<file path="config.mk">
export PLATFORM = sky130hd
export DESIGN_NAME = voltage_group_pec_decoder_flat
export DESIGN_NICKNAME = d
export VERILOG_FILES = /design/src/design/vgpd_pkg.sv /design/src/design/vgpd_if.sv /design/src/design/vgpd_mv_conv.sv /design/src/design/voltage_group_pec_decoder.sv /design/src/flat_wrapper.sv
export SDC_FILE = /design/constraint.sdc
export NUM_CORES = 1
export LEC_CHECK = 0
export BUFFER_PORTS_ARGS = -buffer_cell sky130_fd_sc_hd__buf_4
export CORE_MARGIN = 3
export CORE_UTILIZATION = 27
export CTS_CLUSTER_SIZE = 30
export DETAILED_ROUTE_END_ITERATION = 16
export PLACE_DENSITY = 0.54
export SLEW_MARGIN = 20
export SYNTH_ARGS = -nofsm -noshare
export SYNTH_HDL_FRONTEND = slang
export SYNTH_HIERARCHICAL = 1
export SYNTH_SLANG_ARGS = --single-unit
</file>
<file path="constraint.sdc">
create_clock -name clock -period 13.7 [get_ports clock]
set_clock_uncertainty 0.05 [all_clocks]
set_input_delay 0.685 -clock clock [delete_from_list [all_inputs] [get_ports clock]]
set_output_delay 0.685 -clock clock [all_outputs]
set_load 0.05 [all_outputs]
</file>
<file path="src/design/vgpd_pkg.sv">
`default_nettype none
package vgpd_pkg;

   // CRC-15 generator, seed and top-bit test
   localparam logic [15:0] CRC_POLY = 16'h4599;
   localparam logic [15:0] CRC_SEED = 16'h0010;
   localparam logic [15:0] CRC_TOP  = 16'h4000;
   localparam logic [7:0]  BYTE_MASK = 8'hFF;

   // byte positions within a register group
   localparam logic [2:0] POS_FIRST  = 3'd0;
   localparam logic [2:0] POS_S0_HI  = 3'd1;
   localparam logic [2:0] POS_S1_HI  = 3'd3;
   localparam logic [2:0] POS_S2_HI  = 3'd5;
   localparam logic [2:0] POS_PEC_HI = 3'd6;
   localparam logic [2:0] POS_PEC_LO = 3'd7;

   // (raw + 5) / 10 as (raw + 5) * 52429 >> 19, exact for raw + 5 < 2^17
   localparam int          MV_WIDTH = 13;
   localparam logic [15:0] MV_RECIP = 16'd52429;
   localparam int          MV_SHIFT = 19;
   localparam logic [16:0] MV_ROUND = 17'd5;

   typedef logic [MV_WIDTH-1:0] mv_type;

   // one byte-wise CRC step, eight bit steps of the generator
   function automatic logic [15:0] crc_step(input logic [15:0] rem, input logic [7:0] b);
      logic [15:0] t;
      t = {1'b0, (rem[14:7] ^ b) & BYTE_MASK, 7'd0};
      for (int k = 0; k < 8; k++) begin
         if ((t & CRC_TOP) != 16'd0) begin
            t = {t[14:0], 1'b0} ^ CRC_POLY;
         end else begin
            t = {t[14:0], 1'b0};
         end
      end
      return {rem[7:0], 8'd0} ^ t;
   endfunction

endpackage
`default_nettype wire

</file>
<file path="src/design/vgpd_if.sv">
`default_nettype none
// byte channel into the decoder
interface vgpd_req_if;
   logic       valid;
   logic       ready;
   logic [7:0] data_byte;
   logic       group_start;

   modport source (output valid, output data_byte, output group_start, input ready);
   modport sink   (input valid, input data_byte, input group_start, output ready);
endinterface

// decoded group result channel
interface vgpd_rsp_if;
   logic        valid;
   logic        ready;
   logic        pec_ok;
   logic [12:0] sample0_mv;
   logic [12:0] sample1_mv;
   logic [12:0] sample2_mv;

   modport source (output valid, output pec_ok, output sample0_mv, output sample1_mv,
                   output sample2_mv, input ready);
   modport sink   (input valid, input pec_ok, input sample0_mv, input sample1_mv,
                   input sample2_mv, output ready);
endinterface
`default_nettype wire

</file>
<file path="src/design/vgpd_mv_conv.sv">
`default_nettype none
// 100 uV raw sample to rounded millivolts
module vgpd_mv_conv (
   input  wire logic [15:0]     raw,
   output vgpd_pkg::mv_type     mv
);
   import vgpd_pkg::*;

   logic [16:0] sum;
   logic [32:0] prod;

   // reciprocal multiply replaces the divide by ten
   always_comb begin
      sum  = {1'b0, raw} + MV_ROUND;
      prod = {16'd0, sum} * {17'd0, MV_RECIP};
      mv   = prod[MV_SHIFT +: MV_WIDTH];
   end
endmodule
`default_nettype wire

</file>
<file path="src/design/voltage_group_pec_decoder.sv">
`default_nettype none
// Voltage register group PEC decoder.
// req_if carries one byte of an 8-byte register group per beat: three
// little-endian 16-bit samples (100 uV units) then a big-endian PEC. A beat
// with group_start high is taken as byte 0 and drops any partial group.
// The CRC-15 (poly 0x4599, seed 0x0010) advances one byte per payload beat, and each
// sample is converted to mV as soon as its high byte arrives, so the PEC
// byte only needs a compare and a select.
// rsp_if carries one beat per group: pec_ok and three samples in mV, all
// samples zero when the PEC does not match.
// Throughput: one byte per cycle while the receiver does not stall; the
// byte-wise CRC step is combinational. The result is valid the cycle after the last byte.
// A single output register holds the result; while it waits on a stalled
// receiver, no byte is taken at all, whatever its position in the group
// (ready is low whenever the output register is full and not being
// drained), so a stalled receiver holds up the byte stream.
// Reset (synchronous) returns the byte position to 0, the CRC to the seed
// and empties the output register.
module voltage_group_pec_decoder (
   input wire logic   clock,
   input wire logic   reset,
   vgpd_req_if.sink   req_if,
   vgpd_rsp_if.source rsp_if
);
   import vgpd_pkg::*;

   logic [2:0]  pos_ff, pos_in;
   logic [15:0] crc_ff, crc_in;
   logic [7:0]  lo_ff;
   logic [7:0]  pec_hi_ff;
   mv_type      mv_ff [3];
   logic        rsp_valid_ff, rsp_valid_in;
   logic        pec_ok_ff;
   mv_type      s0_ff, s1_ff, s2_ff;

   logic        req_accept;
   logic [2:0]  pos_eff;
   logic [15:0] crc_eff;
   logic        pec_match;
   mv_type      mv_new;

   assign req_accept    = req_if.valid && req_if.ready;
   assign req_if.ready  = !rsp_valid_ff || rsp_if.ready;

   // start flag forces byte 0 and a fresh seed
   assign pos_eff = req_if.group_start ? POS_FIRST : pos_ff;
   assign crc_eff = req_if.group_start ? CRC_SEED : crc_ff;

   // sample conversion on the high byte of each sample
   vgpd_mv_conv u_conv (
      .raw ({req_if.data_byte, lo_ff}),
      .mv  (mv_new)
   );

   assign pec_match = ({pec_hi_ff, req_if.data_byte} == {crc_eff[14:0], 1'b0});

   // position and CRC update
   always_comb begin
      pos_in = pos_ff;
      crc_in = crc_ff;
      if (req_accept) begin
         priority if (pos_eff == POS_PEC_LO) begin
            pos_in = POS_FIRST;
            crc_in = CRC_SEED;
         end else if (pos_eff == POS_PEC_HI) begin
            pos_in = POS_PEC_LO;
            crc_in = crc_eff;
         end else begin
            pos_in = pos_eff + 3'd1;
            crc_in = crc_step(crc_eff, req_if.data_byte);
         end
      end
   end

   // output slot occupancy
   always_comb begin
      rsp_valid_in = rsp_valid_ff;
      if (rsp_if.ready) begin
         rsp_valid_in = 1'b0;
      end
      if (req_accept && pos_eff == POS_PEC_LO) begin
         rsp_valid_in = 1'b1;
      end
   end

   // control registers
   always_ff @(posedge clock) begin
      if (reset) begin
         pos_ff       <= POS_FIRST;
         crc_ff       <= CRC_SEED;
         rsp_valid_ff <= 1'b0;
      end else begin
         pos_ff       <= pos_in;
         crc_ff       <= crc_in;
         rsp_valid_ff <= rsp_valid_in;
      end
   end

   // payload registers: low bytes, converted samples, PEC high byte, result
   always_ff @(posedge clock) begin
      if (req_accept) begin
         if (pos_eff[0] == 1'b0) begin
            lo_ff <= req_if.data_byte;
         end
         if (pos_eff == POS_S0_HI) begin
            mv_ff[0] <= mv_new;
         end
         if (pos_eff == POS_S1_HI) begin
            mv_ff[1] <= mv_new;
         end
         if (pos_eff == POS_S2_HI) begin
            mv_ff[2] <= mv_new;
         end
         if (pos_eff == POS_PEC_HI) begin
            pec_hi_ff <= req_if.data_byte;
         end
         if (pos_eff == POS_PEC_LO) begin
            pec_ok_ff <= pec_match;
            s0_ff     <= pec_match ? mv_ff[0] : '0;
            s1_ff     <= pec_match ? mv_ff[1] : '0;
            s2_ff     <= pec_match ? mv_ff[2] : '0;
         end
      end
   end

   assign rsp_if.valid      = rsp_valid_ff;
   assign rsp_if.pec_ok     = pec_ok_ff;
   assign rsp_if.sample0_mv = s0_ff;
   assign rsp_if.sample1_mv = s1_ff;
   assign rsp_if.sample2_mv = s2_ff;

   // last byte of a group always yields a result beat
   a_result_after_pec: assert property (@(posedge clock) disable iff (reset)
      req_accept && pos_eff == POS_PEC_LO |=> rsp_valid_ff)
      else $error("no result after PEC byte");

   // a group end reseeds the CRC and rewinds the position
   a_reseed_after_group: assert property (@(posedge clock) disable iff (reset)
      req_accept && pos_eff == POS_PEC_LO |=> pos_ff == POS_FIRST && crc_ff == CRC_SEED)
      else $error("position or CRC not reset after group");

   // a failed check carries zero samples
   a_zero_on_fail: assert property (@(posedge clock) disable iff (reset)
      rsp_valid_ff && !pec_ok_ff |-> s0_ff == '0 && s1_ff == '0 && s2_ff == '0)
      else $error("nonzero sample with failed PEC");

   // a waiting result is never overwritten
   a_no_overwrite: assert property (@(posedge clock) disable iff (reset)
      rsp_valid_ff && !rsp_if.ready |-> !req_accept)
      else $error("byte taken while result stalled");

endmodule
`default_nettype wire

</file>
<file path="src/flat_wrapper.sv">
// flat-port wrapper written by rule: the top's interface ports become plain ports
module voltage_group_pec_decoder_flat import vgpd_pkg::*;
  (clock, reset, req_if_valid, req_if_data_byte, req_if_group_start, req_if_ready, rsp_if_valid, rsp_if_pec_ok, rsp_if_sample0_mv, rsp_if_sample1_mv, rsp_if_sample2_mv, rsp_if_ready);
  vgpd_req_if req_if_i ();
  vgpd_rsp_if rsp_if_i ();
  input wire logic clock;
  input wire logic reset;
  input wire logic [$bits(req_if_i.valid)-1:0] req_if_valid;
  input wire logic [$bits(req_if_i.data_byte)-1:0] req_if_data_byte;
  input wire logic [$bits(req_if_i.group_start)-1:0] req_if_group_start;
  output wire logic [$bits(req_if_i.ready)-1:0] req_if_ready;
  output wire logic [$bits(rsp_if_i.valid)-1:0] rsp_if_valid;
  output wire logic [$bits(rsp_if_i.pec_ok)-1:0] rsp_if_pec_ok;
  output wire logic [$bits(rsp_if_i.sample0_mv)-1:0] rsp_if_sample0_mv;
  output wire logic [$bits(rsp_if_i.sample1_mv)-1:0] rsp_if_sample1_mv;
  output wire logic [$bits(rsp_if_i.sample2_mv)-1:0] rsp_if_sample2_mv;
  input wire logic [$bits(rsp_if_i.ready)-1:0] rsp_if_ready;
  assign req_if_i.valid = req_if_valid;
  assign req_if_i.data_byte = req_if_data_byte;
  assign req_if_i.group_start = req_if_group_start;
  assign req_if_ready = req_if_i.ready;
  assign rsp_if_valid = rsp_if_i.valid;
  assign rsp_if_pec_ok = rsp_if_i.pec_ok;
  assign rsp_if_sample0_mv = rsp_if_i.sample0_mv;
  assign rsp_if_sample1_mv = rsp_if_i.sample1_mv;
  assign rsp_if_sample2_mv = rsp_if_i.sample2_mv;
  assign rsp_if_i.ready = rsp_if_ready;
  voltage_group_pec_decoder u_core (.clock(clock), .reset(reset), .req_if(req_if_i), .rsp_if(rsp_if_i));
endmodule
</file>
==> results.yml <==
setup_path:
  worst-path-buf-inv: 4
  r2r_start: "u_core/lo_ff[0]"
  cp_max_fo: 5
  crit_type: "reg2reg"
  arrival_ns: 7.25
  crit_path_frequent_cell: "fa_1"
  path_delay_family: "adder cells"
  crit_path_start_kind: "flop"
  max_stage_delay_ns: 0.57
  required_ns: 13.86
  crit_path_end_kind: "flop"
  worstPathCellList: "ha_1 -> o21bai_1 -> nor2_1 -> xor2_1 -> ha_1 -> inv_1 -> fa_1 -> inv_1 -> fa_1 -> fa_1 -> fa_1 -> inv_1 -> fa_1 -> inv_1 -> ha_1 -> nand3_1 -> nor3_1 -> o211ai_2 -> a21oi_2 -> o31ai_2 -> and3_1 -> a311oi_2"
  critPathLaunch: "u_core/lo_ff[0]"
  cpMaxStageDelayCell: "fa_1"
drt:
  drt-initial-drc-count: 241
  wl_um: 20400
  drt-wirelength-per-cell_um: 14.3
  via_count: 6106
  drc: 0
  ant_nets: 0
  first_pass_iters: 4
  viasPerCell: 4.28
finish:
  antenna_cells: 0
  n_fill_cell: 3642
  final_nets: 1183
  finish.utilization: 0.318
  area_growth_pct: 15.7
  layout-drive-gt1-share: 0.108
  multi_input_area_um2: 5780
  seqCellArea_um2: 3230
power_and_ir_drop:
  leakage_nw: 5.26
  peakVddDrop_mv: 0.144
  power_density_nw_per_um2: 255
timing:
  worst_slew_pin_slew_ns: 0.895
  rsz0062_at_grt: "false"
  setup_viol: 0
  hold_viol: 0
  timing.final.crit_share: 0.518
  timing.hold.ws_ns: 0.445
  slew_headroom: 0.401
  finalMaxSlewViolations: 0
  worst_slack_ns: 6.61
  min_period_ns: 7.09
  max_freq_mhz: 141
  finalSetupTns_ns: 0
die:
  die_w_um: 196
  die_h_um: 196
  io_pins: 55
  dieArea_um2: 38600
  rows: 69
  core-area_um2: 35700
  start_util: 0.275
clocking:
  cts.sinks: 114
  cts_resized: 0
  cts_hold_buf: 0
  path_clk_slew_ns: 0.05
  clk_latency_ns: 0.41
  htree_num_levels: 4
  numCtsBuffers: 17
  post_cts_buffers: 0
  ctsLongestPathBuffers: 2
  cts_tree: "yes"
  cts_root_buffer: "clkbuf_16"
global_routing:
  grt_pass1_vias: 6345
  antenna_found_initial: 0
  grtUsageTotal: 0.110
  grt_max_degree: 42
  overflow: 0
  grt_pass1_wl_um: 33900
placed_design:
  dp_slack_ns: 6.40
  hpwl_um: 16600
  gp_congestion: 0.878
  port_buffers: 54
status:
  status: "finished, final reports clean"
job:
  cap_viol_max_count: 0
logic_synthesis:
  postSynth.asyncResetShare: 0
  synth_top_cell_area_share: 0.291
  synth_cell_types: 57
  synth_nets: 1124
  syn_avg_cell_area_um2: 11.0
  syn-cell-area_um2: 9790
  ys_ff_latch: 114
  synth_top_flop_cell: "edfxtp_1"
  yosysWarnings: 6
  synth_edf_count: 95
  yosysSeqAreaShare: 0.330
  yosys.area.top_type: "edfxtp_1"
  synth_cells: 892
  synth.area.top_cells: "edfxtp_1 29%, ha_1 17%, fa_1 17%"
min_path:
  holdCritPathClass: "reg2reg"
  hp-start: "u_core/pos_ff[2]"
-- power breakdown --
group / switching, mW / leakage (nW) / internal (mW) / total [mW]
sequential: 0.0304 / 1.12 / 0.578 / 0.608
clock: 0.159 / 0.280 / 0.287 / 0.446
combinational: 1.06 / 3.85 / 0.768 / 1.83
total: 1.25 / 5.26 / 1.63 / 2.89
-- Yosys cell counts, types with 2 or more instances --
cell type,instances
inv_1,189
ha_1,135
edfxtp_1,95
fa_1,84
xnor2_1,71
nor2_1,48
and2_1,44
nand2_1,36
xor2_1,22
dfxtp_1,19
a21oi_1,16
o21ai_0,13
nand3_1,9
a22oi_1,8
buf_2,8
nor3_1,7
a21o_1,6
and3_1,6
nor2b_1,6
clkbuf_1,5
nand4_1,5
a221oi_1,4
nand3b_1,4
xnor3_1,4
a2111oi_2,3
a21oi_2,3
a31oi_1,3
clkbuf_2,3
o22ai_1,3
and4_1,2
nand2b_1,2
o21bai_1,2
o2bb2ai_1,2
o32a_1,2
-- state kept, by name (all words and copies together) (netlist names) --
register / flops
u_core/mv_ff: 39
u_core/crc_ff: 15
u_core/rsp_if.sample0_mv: 13
u_core/rsp_if.sample1_mv: 13
u_core/rsp_if.sample2_mv: 13
u_core/lo_ff: 8
u_core/pec_hi_ff: 8
u_core/pos_ff: 3
u_core/rsp_if.pec_ok: 1
u_core/rsp_if.valid: 1
-- metrics by stage --
stage                     total power [mW]  instance area, um2  instances
final                                 2.89               11300       1425
after floorplan                       2.05                9790        892
after CTS                             2.94               11300       1425
after global routing                  3.23               11300       1425
after detailed placement              2.47               10700       1393
after global placement                2.45               10700       1393
-- layout by cell type (no fill, tap or decap), drive strengths merged, types with 7 or more instances in the layout --
| cell type | Yosys | final |
|---|---|---|
| inv | 190 | 194 |
| ha | 135 | 135 |
| edfxtp | 95 | 95 |
| fa | 84 | 84 |
| xnor2 | 72 | 72 |
| buf | 9 | 57 |
| nor2 | 48 | 48 |
| and2 | 44 | 44 |
| nand2 | 36 | 36 |
| xor2 | 22 | 22 |
| dfxtp | 19 | 19 |
| a21oi | 19 | 19 |
| clkbuf | 8 | 17 |
| o21ai | 15 | 15 |
| nand3 | 9 | 9 |
| a22oi | 8 | 8 |
| nor3 | 7 | 7 |
-- cell families after synthesis --
kind of cell             after synthesis  synth area share
AO/OA/AOI/OAI                         78            0.0585
XOR/XNOR                              98            0.0941
adder cells (fa/ha/maj)              219             0.344
buffers and inverters                207            0.0808
flip-flops                           114             0.330
multiplexers                           2           0.00217
AND/OR/NAND/NOR                      174            0.0900
-- area by class of cell --
cell class | instances | area share
sequential | 114 | 0.285
clock buffer | 17 | 0.0375
multi-input combinational | 571 | 0.510
inverter | 190 | 0.0629
timing repair buffer | 57 | 0.0378
clock inverter | 15 | 0.0159
tap | 461 | 0.0509
-- path summary, 6_finish.rpt --
path | cells after the start | slack (ns) | to
worst max-delay path | 22 | 6.61 | u_core/mv_ff[0][38]
worst min-delay path | 2 | 0.45 | u_core/pos_ff[2]
worst max register to register | 22 | 6.61 | u_core/mv_ff[0][38]
worst min register to register | 2 | 0.45 | u_core/pos_ff[2]
-- metal layers --
layer,GRT usage,part of all wire,up-vias
li1,-,-,3034
met2,0.181,0.47,101
met1,0.149,0.49,2952
met5,0,0,-
met3,0.0181,0.028,19
met4,0.0349,0.014,0
-- worst min-delay path: stages, from the launching register on --
cell     delay [ns]
dfxtp_1        0.31
o21ai_0        0.07
a21oi_1        0.07
(Power assumes the default switching activity.)
